<file path="config.mk">
export PLATFORM = sky130hd
export DESIGN_NAME = asymmetric_leaky_pid_step_unit
export DESIGN_NICKNAME = d
export VERILOG_FILES = /design/src/rtl/core/alpid_pkg.sv /design/src/rtl/core/alpid_csr.sv /design/src/rtl/core/alpid_ctrl.sv /design/src/rtl/core/alpid_dp.sv /design/src/rtl/core/asymmetric_leaky_pid_step_unit.sv
export SDC_FILE = /design/constraint.sdc
export NUM_CORES = 2
export LEC_CHECK = 0
export BUFFER_PORTS_ARGS = -buffer_cell sky130_fd_sc_hd__buf_2
export CAP_MARGIN = 20
export CORE_AREA = 2 2 342 344
export CTS_CLUSTER_DIAMETER = 30
export DETAILED_ROUTE_END_ITERATION = 6
export DIE_AREA = 0 0 344 346
export HOLD_SLACK_MARGIN = 0.03
export SYNTH_ARGS = -nofsm -noshare
export SYNTH_HDL_FRONTEND = slang
export SYNTH_SLANG_ARGS = --single-unit
</file>
<file path="constraint.sdc">
create_clock -name clock -period 27.4 [get_ports clock]
set_input_delay 2.74 -clock clock [delete_from_list [all_inputs] [get_ports clock]]
set_output_delay 2.74 -clock clock [all_outputs]
set_load 0.005 [all_outputs]
</file>
<file path="src/rtl/core/alpid_pkg.sv">
// Package with types, widths and codes of the PID step unit.
`timescale 1ns / 1ps
package alpid_pkg;

   localparam int ErrW     = 16;
   localparam int TimeW    = 16;
   localparam int GainW    = 16;
   localparam int LeakW    = 16;
   localparam int DriveW   = 32;
   localparam int CsrIdxW  = 3;
   localparam int CsrDataW = 16;
   localparam int MulAW    = 33;
   localparam int MulBW    = 18;
   localparam int ProdW    = MulAW + MulBW;
   localparam int DivW     = 40;
   localparam int DivCntW  = 6;

   typedef enum logic [CsrIdxW-1:0] {
      CSR_LEAK_FACTOR    = 3'd0,
      CSR_PROP_GAIN_POS  = 3'd1,
      CSR_INTEG_GAIN_POS = 3'd2,
      CSR_DERIV_GAIN_POS = 3'd3,
      CSR_PROP_GAIN_NEG  = 3'd4,
      CSR_INTEG_GAIN_NEG = 3'd5,
      CSR_DERIV_GAIN_NEG = 3'd6
   } csr_index_type;

   typedef struct packed {
      logic [LeakW-1:0]        leak_factor;
      logic signed [GainW-1:0] prop_gain_pos;
      logic signed [GainW-1:0] integ_gain_pos;
      logic signed [GainW-1:0] deriv_gain_pos;
      logic signed [GainW-1:0] prop_gain_neg;
      logic signed [GainW-1:0] integ_gain_neg;
      logic signed [GainW-1:0] deriv_gain_neg;
   } gains_type;

   typedef enum logic [2:0] {
      MUL_PROP,
      MUL_LEAK,
      MUL_KIE,
      MUL_ADD,
      MUL_DERIV
   } mul_sel_type;

   typedef enum logic [3:0] {
      ST_IDLE,
      ST_PROP,
      ST_LEAK,
      ST_KIE,
      ST_ADD,
      ST_INTEG,
      ST_DLOAD,
      ST_DIV,
      ST_DONE
   } state_type;

   typedef struct packed {
      logic        load_in;
      logic        mul_en;
      mul_sel_type mul_sel;
      logic        take_p;
      logic        take_leak;
      logic        take_integ;
      logic        div_init;
      logic        div_step;
      logic        load_out;
   } cmd_type;

   typedef struct packed {
      logic out_free;
   } status_type;

endpackage

</file>
<file path="src/rtl/core/alpid_csr.sv">
// Configuration register file: retention factor and the two gain sets.
`timescale 1ns / 1ps
module alpid_csr
   import alpid_pkg::*;
(
   input  logic                clock,
   input  logic                reset,
   input  logic                csr_valid,
   output logic                csr_ready,
   input  logic [CsrIdxW-1:0]  csr_index,
   input  logic [CsrDataW-1:0] csr_data,
   output gains_type           gains
);

   gains_type gains_ff, gains_in;

   assign csr_ready = 1'b1;
   assign gains     = gains_ff;

   always_comb begin
      gains_in = gains_ff;
      if (csr_valid) begin
         case (csr_index_type'(csr_index))
            CSR_LEAK_FACTOR:    gains_in.leak_factor    = csr_data;
            CSR_PROP_GAIN_POS:  gains_in.prop_gain_pos  = csr_data;
            CSR_INTEG_GAIN_POS: gains_in.integ_gain_pos = csr_data;
            CSR_DERIV_GAIN_POS: gains_in.deriv_gain_pos = csr_data;
            CSR_PROP_GAIN_NEG:  gains_in.prop_gain_neg  = csr_data;
            CSR_INTEG_GAIN_NEG: gains_in.integ_gain_neg = csr_data;
            CSR_DERIV_GAIN_NEG: gains_in.deriv_gain_neg = csr_data;
            default:            gains_in = gains_ff;
         endcase
      end
   end

   always_ff @(posedge clock) begin
      if (reset) begin
         gains_ff <= '0;
      end else begin
         gains_ff <= gains_in;
      end
   end

endmodule

</file>
<file path="src/rtl/core/alpid_ctrl.sv">
// Sequencer that steps the shared multiplier and the serial divider.
`timescale 1ns / 1ps
module alpid_ctrl
   import alpid_pkg::*;
(
   input  logic       clock,
   input  logic       reset,
   input  logic       req_tvalid,
   output logic       req_tready,
   input  status_type status,
   output cmd_type    cmd
);

   state_type            state_ff, state_in;
   logic [DivCntW-1:0]   cnt_ff, cnt_in;

   always_ff @(posedge clock) begin
      if (reset) begin
         state_ff <= ST_IDLE;
         cnt_ff   <= '0;
      end else begin
         state_ff <= state_in;
         cnt_ff   <= cnt_in;
      end
   end

   always_comb begin
      state_in    = state_ff;
      cnt_in      = cnt_ff;
      req_tready  = 1'b0;
      cmd         = '0;
      cmd.mul_sel = MUL_PROP;
      case (state_ff)
         ST_IDLE: begin
            req_tready = 1'b1;
            if (req_tvalid) begin
               cmd.load_in = 1'b1;
               state_in    = ST_PROP;
            end
         end
         ST_PROP: begin
            cmd.mul_en  = 1'b1;
            cmd.mul_sel = MUL_PROP;
            state_in    = ST_LEAK;
         end
         ST_LEAK: begin
            cmd.take_p  = 1'b1;
            cmd.mul_en  = 1'b1;
            cmd.mul_sel = MUL_LEAK;
            state_in    = ST_KIE;
         end
         ST_KIE: begin
            cmd.take_leak = 1'b1;
            cmd.mul_en    = 1'b1;
            cmd.mul_sel   = MUL_KIE;
            state_in      = ST_ADD;
         end
         ST_ADD: begin
            cmd.mul_en  = 1'b1;
            cmd.mul_sel = MUL_ADD;
            state_in    = ST_INTEG;
         end
         ST_INTEG: begin
            cmd.take_integ = 1'b1;
            cmd.mul_en     = 1'b1;
            cmd.mul_sel    = MUL_DERIV;
            state_in       = ST_DLOAD;
         end
         ST_DLOAD: begin
            cmd.div_init = 1'b1;
            cnt_in       = '0;
            state_in     = ST_DIV;
         end
         ST_DIV: begin
            cmd.div_step = 1'b1;
            cnt_in       = cnt_ff + 1'b1;
            if (cnt_ff == DivCntW'(DivW - 1)) begin
               state_in = ST_DONE;
            end
         end
         ST_DONE: begin
            if (status.out_free) begin
               cmd.load_out = 1'b1;
               state_in     = ST_IDLE;
            end
         end
         default: begin
            state_in = ST_IDLE;
         end
      endcase
   end

endmodule

</file>
<file path="src/rtl/core/alpid_dp.sv">
// Datapath: operand selection, shared multiplier, restoring divider and output word.
`timescale 1ns / 1ps
module alpid_dp
   import alpid_pkg::*;
(
   input  logic              clock,
   input  logic              reset,
   input  cmd_type           cmd,
   output status_type        status,
   input  gains_type         gains,
   input  logic [2*ErrW-1:0] req_tdata,
   output logic              rsp_tvalid,
   input  logic              rsp_tready,
   output logic [DriveW-1:0] rsp_tdata
);

   localparam int SumW  = DivW + 3;
   localparam int IntgW = 42;

   // Clamps a wide signed value into the drive range.
   function automatic logic [DriveW-1:0] sat_drive(input logic signed [SumW-1:0] v);
      logic signed [SumW-1:0] hi;
      logic signed [SumW-1:0] lo;
      hi = SumW'(33'sh0_7FFF_FFFF);
      lo = -hi - SumW'(1);
      if (v > hi) begin
         sat_drive = {1'b0, {(DriveW-1){1'b1}}};
      end else if (v < lo) begin
         sat_drive = {1'b1, {(DriveW-1){1'b0}}};
      end else begin
         sat_drive = v[DriveW-1:0];
      end
   endfunction

   logic signed [ErrW-1:0]   err_ff, err_in;
   logic [TimeW-1:0]         dt_ff, dt_in;
   logic                     neg_ff, neg_in;
   logic signed [ErrW-1:0]   prev_ff, prev_in;
   logic signed [DriveW-1:0] integ_ff, integ_in;
   logic signed [ProdW-1:0]  prod_ff, prod_in;
   logic signed [DriveW-1:0] p_ff, p_in;
   logic signed [MulAW-1:0]  leak_ff, leak_in;
   logic [TimeW-1:0]         rem_ff, rem_in;
   logic [DivW-1:0]          quo_ff, quo_in;
   logic                     dneg_ff, dneg_in;
   logic                     rsp_valid_ff, rsp_valid_in;
   logic [DriveW-1:0]        rsp_data_ff, rsp_data_in;

   logic signed [GainW-1:0]  kp, ki, kd;
   logic signed [ErrW:0]     diff;
   logic signed [MulAW-1:0]  mul_a;
   logic signed [MulBW-1:0]  mul_b;
   logic signed [ProdW-1:0]  rnd_prod;
   logic signed [IntgW-1:0]  add_val;
   logic signed [IntgW-1:0]  integ_sum;
   logic [MulAW-1:0]         num_mag;
   logic [TimeW:0]           rem_sh;
   logic [TimeW+1:0]         trial;
   logic signed [DivW:0]     d_val;
   logic signed [SumW-1:0]   drive_sum;
   logic [SumW-1:0]          integ_sat_in;

   assign kp   = neg_ff ? gains.prop_gain_neg  : gains.prop_gain_pos;
   assign ki   = neg_ff ? gains.integ_gain_neg : gains.integ_gain_pos;
   assign kd   = neg_ff ? gains.deriv_gain_neg : gains.deriv_gain_pos;
   assign diff = {err_ff[ErrW-1], err_ff} - {prev_ff[ErrW-1], prev_ff};

   always_comb begin
      case (cmd.mul_sel)
         MUL_PROP: begin
            mul_a = {{(MulAW-GainW){kp[GainW-1]}}, kp};
            mul_b = {{(MulBW-ErrW){err_ff[ErrW-1]}}, err_ff};
         end
         MUL_LEAK: begin
            mul_a = {{(MulAW-DriveW){integ_ff[DriveW-1]}}, integ_ff};
            mul_b = {{(MulBW-LeakW){1'b0}}, gains.leak_factor};
         end
         MUL_KIE: begin
            mul_a = {{(MulAW-GainW){ki[GainW-1]}}, ki};
            mul_b = {{(MulBW-ErrW){err_ff[ErrW-1]}}, err_ff};
         end
         MUL_ADD: begin
            mul_a = {prod_ff[DriveW-1], prod_ff[DriveW-1:0]};
            mul_b = {{(MulBW-TimeW){1'b0}}, dt_ff};
         end
         MUL_DERIV: begin
            mul_a = {{(MulAW-GainW){kd[GainW-1]}}, kd};
            mul_b = {{(MulBW-ErrW-1){diff[ErrW]}}, diff};
         end
         default: begin
            mul_a = '0;
            mul_b = '0;
         end
      endcase
   end

   // Leak rounds at bit 16, the integrator increment at bit 8; both floor after.
   always_comb begin
      if (cmd.take_leak) begin
         rnd_prod = prod_ff + ProdW'(1 << 15);
      end else begin
         rnd_prod = prod_ff + ProdW'(1 << 7);
      end
   end

   assign add_val      = rnd_prod[IntgW+7:8];
   assign integ_sum    = {{(IntgW-MulAW){leak_ff[MulAW-1]}}, leak_ff} + add_val;
   assign integ_sat_in = {{(SumW-IntgW){integ_sum[IntgW-1]}}, integ_sum};
   assign num_mag      = prod_ff[ProdW-1] ? (-prod_ff[MulAW-1:0]) : prod_ff[MulAW-1:0];
   assign rem_sh       = {rem_ff, quo_ff[DivW-1]};
   assign trial        = {1'b0, rem_sh} - {2'b0, dt_ff};

   // A zero timestep yields no derivative contribution.
   always_comb begin
      if (dt_ff == '0) begin
         d_val = '0;
      end else if (dneg_ff) begin
         d_val = -{1'b0, quo_ff};
      end else begin
         d_val = {1'b0, quo_ff};
      end
   end

   assign drive_sum = {{(SumW-DriveW){p_ff[DriveW-1]}}, p_ff}
                    + {{(SumW-DriveW){integ_ff[DriveW-1]}}, integ_ff}
                    + {{(SumW-DivW-1){d_val[DivW]}}, d_val};

   always_comb begin
      err_in       = err_ff;
      dt_in        = dt_ff;
      neg_in       = neg_ff;
      prev_in      = prev_ff;
      integ_in     = integ_ff;
      prod_in      = prod_ff;
      p_in         = p_ff;
      leak_in      = leak_ff;
      rem_in       = rem_ff;
      quo_in       = quo_ff;
      dneg_in      = dneg_ff;
      rsp_data_in  = rsp_data_ff;
      rsp_valid_in = rsp_valid_ff & ~rsp_tready;
      if (cmd.load_in) begin
         err_in = req_tdata[ErrW-1:0];
         dt_in  = req_tdata[ErrW+TimeW-1:ErrW];
         neg_in = req_tdata[ErrW-1];
      end
      if (cmd.mul_en) begin
         prod_in = mul_a * mul_b;
      end
      if (cmd.take_p) begin
         p_in = prod_ff[DriveW-1:0];
      end
      if (cmd.take_leak) begin
         leak_in = rnd_prod[MulAW+15:16];
      end
      if (cmd.take_integ) begin
         integ_in = sat_drive(integ_sat_in);
      end
      if (cmd.div_init) begin
         dneg_in = prod_ff[ProdW-1];
         quo_in  = {num_mag[DriveW-1:0], 8'b0};
         rem_in  = '0;
         prev_in = err_ff;
      end
      if (cmd.div_step) begin
         if (!trial[TimeW+1]) begin
            rem_in = trial[TimeW-1:0];
            quo_in = {quo_ff[DivW-2:0], 1'b1};
         end else begin
            rem_in = rem_sh[TimeW-1:0];
            quo_in = {quo_ff[DivW-2:0], 1'b0};
         end
      end
      if (cmd.load_out) begin
         rsp_valid_in = 1'b1;
         rsp_data_in  = sat_drive(drive_sum);
      end
   end

   always_ff @(posedge clock) begin
      if (reset) begin
         prev_ff      <= '0;
         integ_ff     <= '0;
         rsp_valid_ff <= 1'b0;
      end else begin
         prev_ff      <= prev_in;
         integ_ff     <= integ_in;
         rsp_valid_ff <= rsp_valid_in;
      end
   end

   always_ff @(posedge clock) begin
      err_ff      <= err_in;
      dt_ff       <= dt_in;
      neg_ff      <= neg_in;
      prod_ff     <= prod_in;
      p_ff        <= p_in;
      leak_ff     <= leak_in;
      rem_ff      <= rem_in;
      quo_ff      <= quo_in;
      dneg_ff     <= dneg_in;
      rsp_data_ff <= rsp_data_in;
   end

   assign rsp_tvalid      = rsp_valid_ff;
   assign rsp_tdata       = rsp_data_ff;
   assign status.out_free = ~rsp_valid_ff | rsp_tready;

endmodule

</file>
<file path="src/rtl/core/asymmetric_leaky_pid_step_unit.sv">
// Top level of the asymmetric leaky PID step unit.
`timescale 1ns / 1ps
// The request channel carries one word per control step: the signed error and
// the Q8.8 timestep. The response channel returns one word, the saturated Q23.8
// drive value. The sign of the error picks the gain set for all three terms.
// The configuration channel writes the retention factor and the six gains and is
// always ready; the user must write only while no step is in flight (not enforced).
// Each word walks through one shared 33x18 multiplier (five products, one per
// cycle) and then a restoring divider that produces one quotient bit per cycle
// for the 40-bit derivative numerator. The response turns valid once the divider
// is done and the output register is free, as the unit goes back to idle, and only
// then is the next request taken. Most of a step is spent in the divider.
// The response sits in an output register; when the receiver stalls, the unit
// still accepts and computes the next word and holds its finished result until
// the output register frees up.
// Reset clears the integrator, the previous error, all configuration registers
// and the response valid flag; the unit is ready for a request right after it.
module asymmetric_leaky_pid_step_unit
   import alpid_pkg::*;
(
   input  logic                clock,
   input  logic                reset,
   // Request words.
   input  logic                req_tvalid,
   output logic                req_tready,
   input  logic [31:0]         req_tdata,   // [15:0] error_sample, [31:16] step_time
   // Response words.
   output logic                rsp_tvalid,
   input  logic                rsp_tready,
   output logic [DriveW-1:0]   rsp_tdata,   // [31:0] drive
   // Configuration writes.
   input  logic                csr_valid,
   output logic                csr_ready,
   input  logic [CsrIdxW-1:0]  csr_index,
   input  logic [CsrDataW-1:0] csr_data
);

   gains_type  gains;
   cmd_type    cmd;
   status_type status;

   alpid_csr u_csr (
      .clock     (clock),
      .reset     (reset),
      .csr_valid (csr_valid),
      .csr_ready (csr_ready),
      .csr_index (csr_index),
      .csr_data  (csr_data),
      .gains     (gains)
   );

   // The sequencer only takes a request from its idle state.
   alpid_ctrl u_ctrl (
      .clock      (clock),
      .reset      (reset),
      .req_tvalid (req_tvalid),
      .req_tready (req_tready),
      .status     (status),
      .cmd        (cmd)
   );

   alpid_dp u_dp (
      .clock      (clock),
      .reset      (reset),
      .cmd        (cmd),
      .status     (status),
      .gains      (gains),
      .req_tdata  (req_tdata),
      .rsp_tvalid (rsp_tvalid),
      .rsp_tready (rsp_tready),
      .rsp_tdata  (rsp_tdata)
   );

endmodule

</file>
==> summary.txt <==
Synth
  • FFs w/ async S/R, synth: 0%
  • Register bit total from synthesis: between 400 and 500
  • Synth Area in XOR/XNOR: roughly 5.3%
  • Post-Syn Area: between 0.04 and 0.05 mm2
  • Mux share of post-synthesis cell area: 1.43%
  • Number of synthesis warnings: 0
  • EDFF count, synth: 237
  • Register area share after synthesis: between 20% and 30%
  • Ys flop type: edfxtp_1
  • Compound-gate portion of the synthesized area: between 10 and 15%
  • Post-synthesis adder-cell area fraction: 32.1%
  • Main combinational cell family by area after synthesis: adder cells
  • Syn_nets: just over 6k
  • Library cells used by synthesis: 85
  • Synthesized area per cell: 8.72 um2
  • Post-Synth Simple-Gate Area: 15.9%
  • Post-Synthesis Cells: 5,263

Timing
  • Fin crit share: 37.4%
  • Fin Setup TNS: 0 ns
  • # setup viols final: 0
  • Setup Skew: 0.0491 ns
  • Hold Vio Cnt, Final: 0
  • RSZ-0062 raised after global routing: no
  • Final hold slack: 0.451 ns
  • Worst Tran Pin Value: around 1.3 ns
  • Slew Viols, Final: 0
  • Fmax: 97.6 MHz
  • Post-layout minimum cycle time: 10.24 ns
  • Slew Limit Headroom: 10.3%

Clock network
  • H-tree depth: 3
  • Cts bufs inserted: 89
  • Worst-Skew Late Latency: about 0.66 ns
  • Postcts setup bufs: 0
  • # clock sinks: 408
  • Post-cts gate resize count: 0
  • # hold bufs at CTS: 0
  • CTS root buf: clkbuf_16
  • Worst-path clk slew: ~0.05 ns
  • Clk buf depth: 3
  • TritonCTS clock tree: built

Worst setup path
  • Most used cell, CP: fa_1
  • Worst Path Buf+Inv: 7
  • Worst EP required: 27.76 ns
  • Crit path DAT: 10.60 ns
  • Crit Path Max Fanout: 27
  • Largest stage delay, worst path: ~0.87 ns
  • Crit-path slowest cell: a311oi_1
  • Crit. End Element: flip-flop
  • Kind of cell adding the most delay to the critical path: adder cells
  • CP startpoint kind: flip-flop
  • Crit Path Category: flip-flop to flip-flop

Route
  • WL final: ~130 mm
  • Vias: approximately 37k
  • Met1 Wirelength: 60.3 mm
  • Via-to-Cell Ratio: 5.41
  • DRT antenna net count: 0
  • Met3 wire length: 10.7 mm
  • First-pass DRT Iterations: 7
  • Highest metal used: met5
  • Met2 Wirelength: 60.1 mm
  • Initial DRC count: between 3k and 4k
  • Residual DRC: 5
  • Routed len/inst: 19.6 um

Min path
  • Hold Crit Class: flip-flop to flip-flop

Cells and area
  • Diodes inserted: 0
  • Fillers: 11.3k
  • Final instance area: ~0.05 mm2
  • Area grow syn2layout: 11.7%
  • Nets: roughly 6.2k
  • Share of layout cells above drive strength 1: 7.18%

Die
  • Die Y: 346 um
  • Die Wd: 344 um
  • # IOs: 91
  • Initial Utilization: slightly below 40%
  • Core area: 0.115 mm2
  • Cell Rows: 125
  • Die area: between 0.1 and 0.15 mm2

Placed design
  • Number of I/O port buffers: around 90
  • Post-DP HPWL: 104 mm
  • GP Congestion: just over 0.9
  • Area of placed instances: ~0.048 mm2

Pwr
  • Power Dens Cells: 74.6 mW/mm2
  • Maximum VDD drop: 0.0000505 V
  • Static Leakage: 22.3 nW
  • Total power: 0.00382 W

Global routing
  • First-pass GRT wire length: 211 mm
  • GR Util All Layers: 22.6%
  • Vias in the first global route: roughly 37k
  • Congestion Overflow GR: 0
  • Largest net degree at the start of global routing: 125
  • Initial antenna violation count: 3

Status
  • Failing checks: design-rule violations
  • Status: finished, violations left

Run
  • Max-cap violations: 0
## cell usage after synthesis (all sizes together), types with 20 or more instances
master	n	area, um2
o21bai	21	158
nand4	28	175
buf	36	174
nor3	41	205
edfxtp	237	7120
nand3	63	315
nand2b	56	350
nand2	707	2650
o31ai	23	186
clkbuf	203	762
a21oi	331	1660
inv	789	2960
nor4	20	131
xnor2	154	1350
o32ai	32	280
dfxtp	171	3420
a211oi	22	165
nor2	530	1990
and3	40	250
or3	48	310
a221oi	20	175
o21a	26	195
a21o	114	856
o21ai	201	1010
nor2b	38	238
ha	274	3430
xor2	123	1080
o211ai	27	203
and2	35	219
mux2i	62	621
a31oi	25	156
fa	564	11300
a221o	22	220
## metal layers
metal / GRT usage [%] / up-vias
li1: - / 17300
met1: 32.4 / 18400
met2: 34.9 / 1307
met3: 3.60 / 217
met4: 6.57 / 4
met5: 0 / -
## metrics by stage
stage / setup slack [ns] / cells / util (%)
4_1_cts: 17.10 / 6886 / 44.4
2_1_floorplan: 18.58 / 5263 / -
5_1_grt: 16.47 / 6887 / 44.4
3_5_place_dp: 17.15 / 6718 / 41.7
6_report: 17.16 / 6887 / 44.4
3_3_place_gp: 17.11 / 6715 / 41.6
## final timing paths
check        depth (start not counted)          startpoint  slack [ns]                to
max                                 31  u_ctrl.state_ff[1]       17.16  u_dp.prod_ff[50]
min                                  2    u_dp.prev_ff[10]        0.45  u_dp.prev_ff[10]
max reg2reg                         31  u_ctrl.state_ff[1]       17.16  u_dp.prod_ff[50]
min reg2reg                          2    u_dp.prev_ff[10]        0.45  u_dp.prev_ff[10]
## cell families (layout without fill, tap and decap cells)
kind of cell	Yosys count	count (layout)
xor+xnor	277	277
simple gates	1664	1664
mux	65	65
buf+inv	1029	1129
compound gates	981	981
flops	408	408
other cells	1	1
fa+ha+maj	838	838
## sequential cells by signal, summed over array words and instances (netlist names), 32 cells and up
signal,flops
u_csr.gains,112
u_dp.prod_ff,51
u_dp.quo_ff,40
u_dp.leak_ff,33
u_dp.integ_ff,32
u_dp.p_ff,32
u_dp.rsp_tdata,32
## cell usage in the layout (no fill, tap or decap), types with 38 or more instances in the layout
master,Yosys,layout
inv_1,787,786
nand2_1,707,707
fa_1,564,564
nor2_1,530,529
a21oi_1,329,328
ha_1,274,274
edfxtp_1,237,237
o21ai_0,180,179
dfxtp_1,171,171
xnor2_1,154,154
xor2_1,123,123
a21o_1,114,114
clkbuf_16,0,95
buf_2,10,88
buf_4,7,79
nand3_1,63,62
mux2i_1,62,61
nand2b_1,56,56
or3_1,46,46
nor3_1,41,40
and3_1,40,39
nor2b_1,38,38
## worst register-to-register path, delay by kind of cell (launching register included)
| kind | cells | cell delay, ns |
|---|---|---|
| DFF | 1 | 0.69 |
| AOI/OAI and AO/OA | 10 | 3.27 |
| and+or+nand+nor | 5 | 1.25 |
| buffers and inverters | 7 | 1.20 |
| xor gates and xnor gates | 2 | 0.22 |
| adders and majority gates | 7 | 3.33 |
## cell type report
type                            instances  area [um2]  area share, %
Sequential cell                       408       10500           20.6
Multi-Input combinational cell       3826       31600           61.6
Tap cell                             1524        1910           3.72
Inverter                              790        2970           5.79
Clock buffer                          112        2500           4.88
Timing Repair Buffer                  171        1100           2.15
Clock inverter                         56         658           1.28
## where the power goes
group / internal [W] / leakage (nW) / switching, W
Combinational: 0.000694 / 17.2 / 0.00114
Sequential: 0.000776 / 3.57 / 0.000111
Clock: 0.000722 / 1.52 / 0.000382
Total: 0.00219 / 22.3 / 0.00163
(Power assumes the default switching activity.)
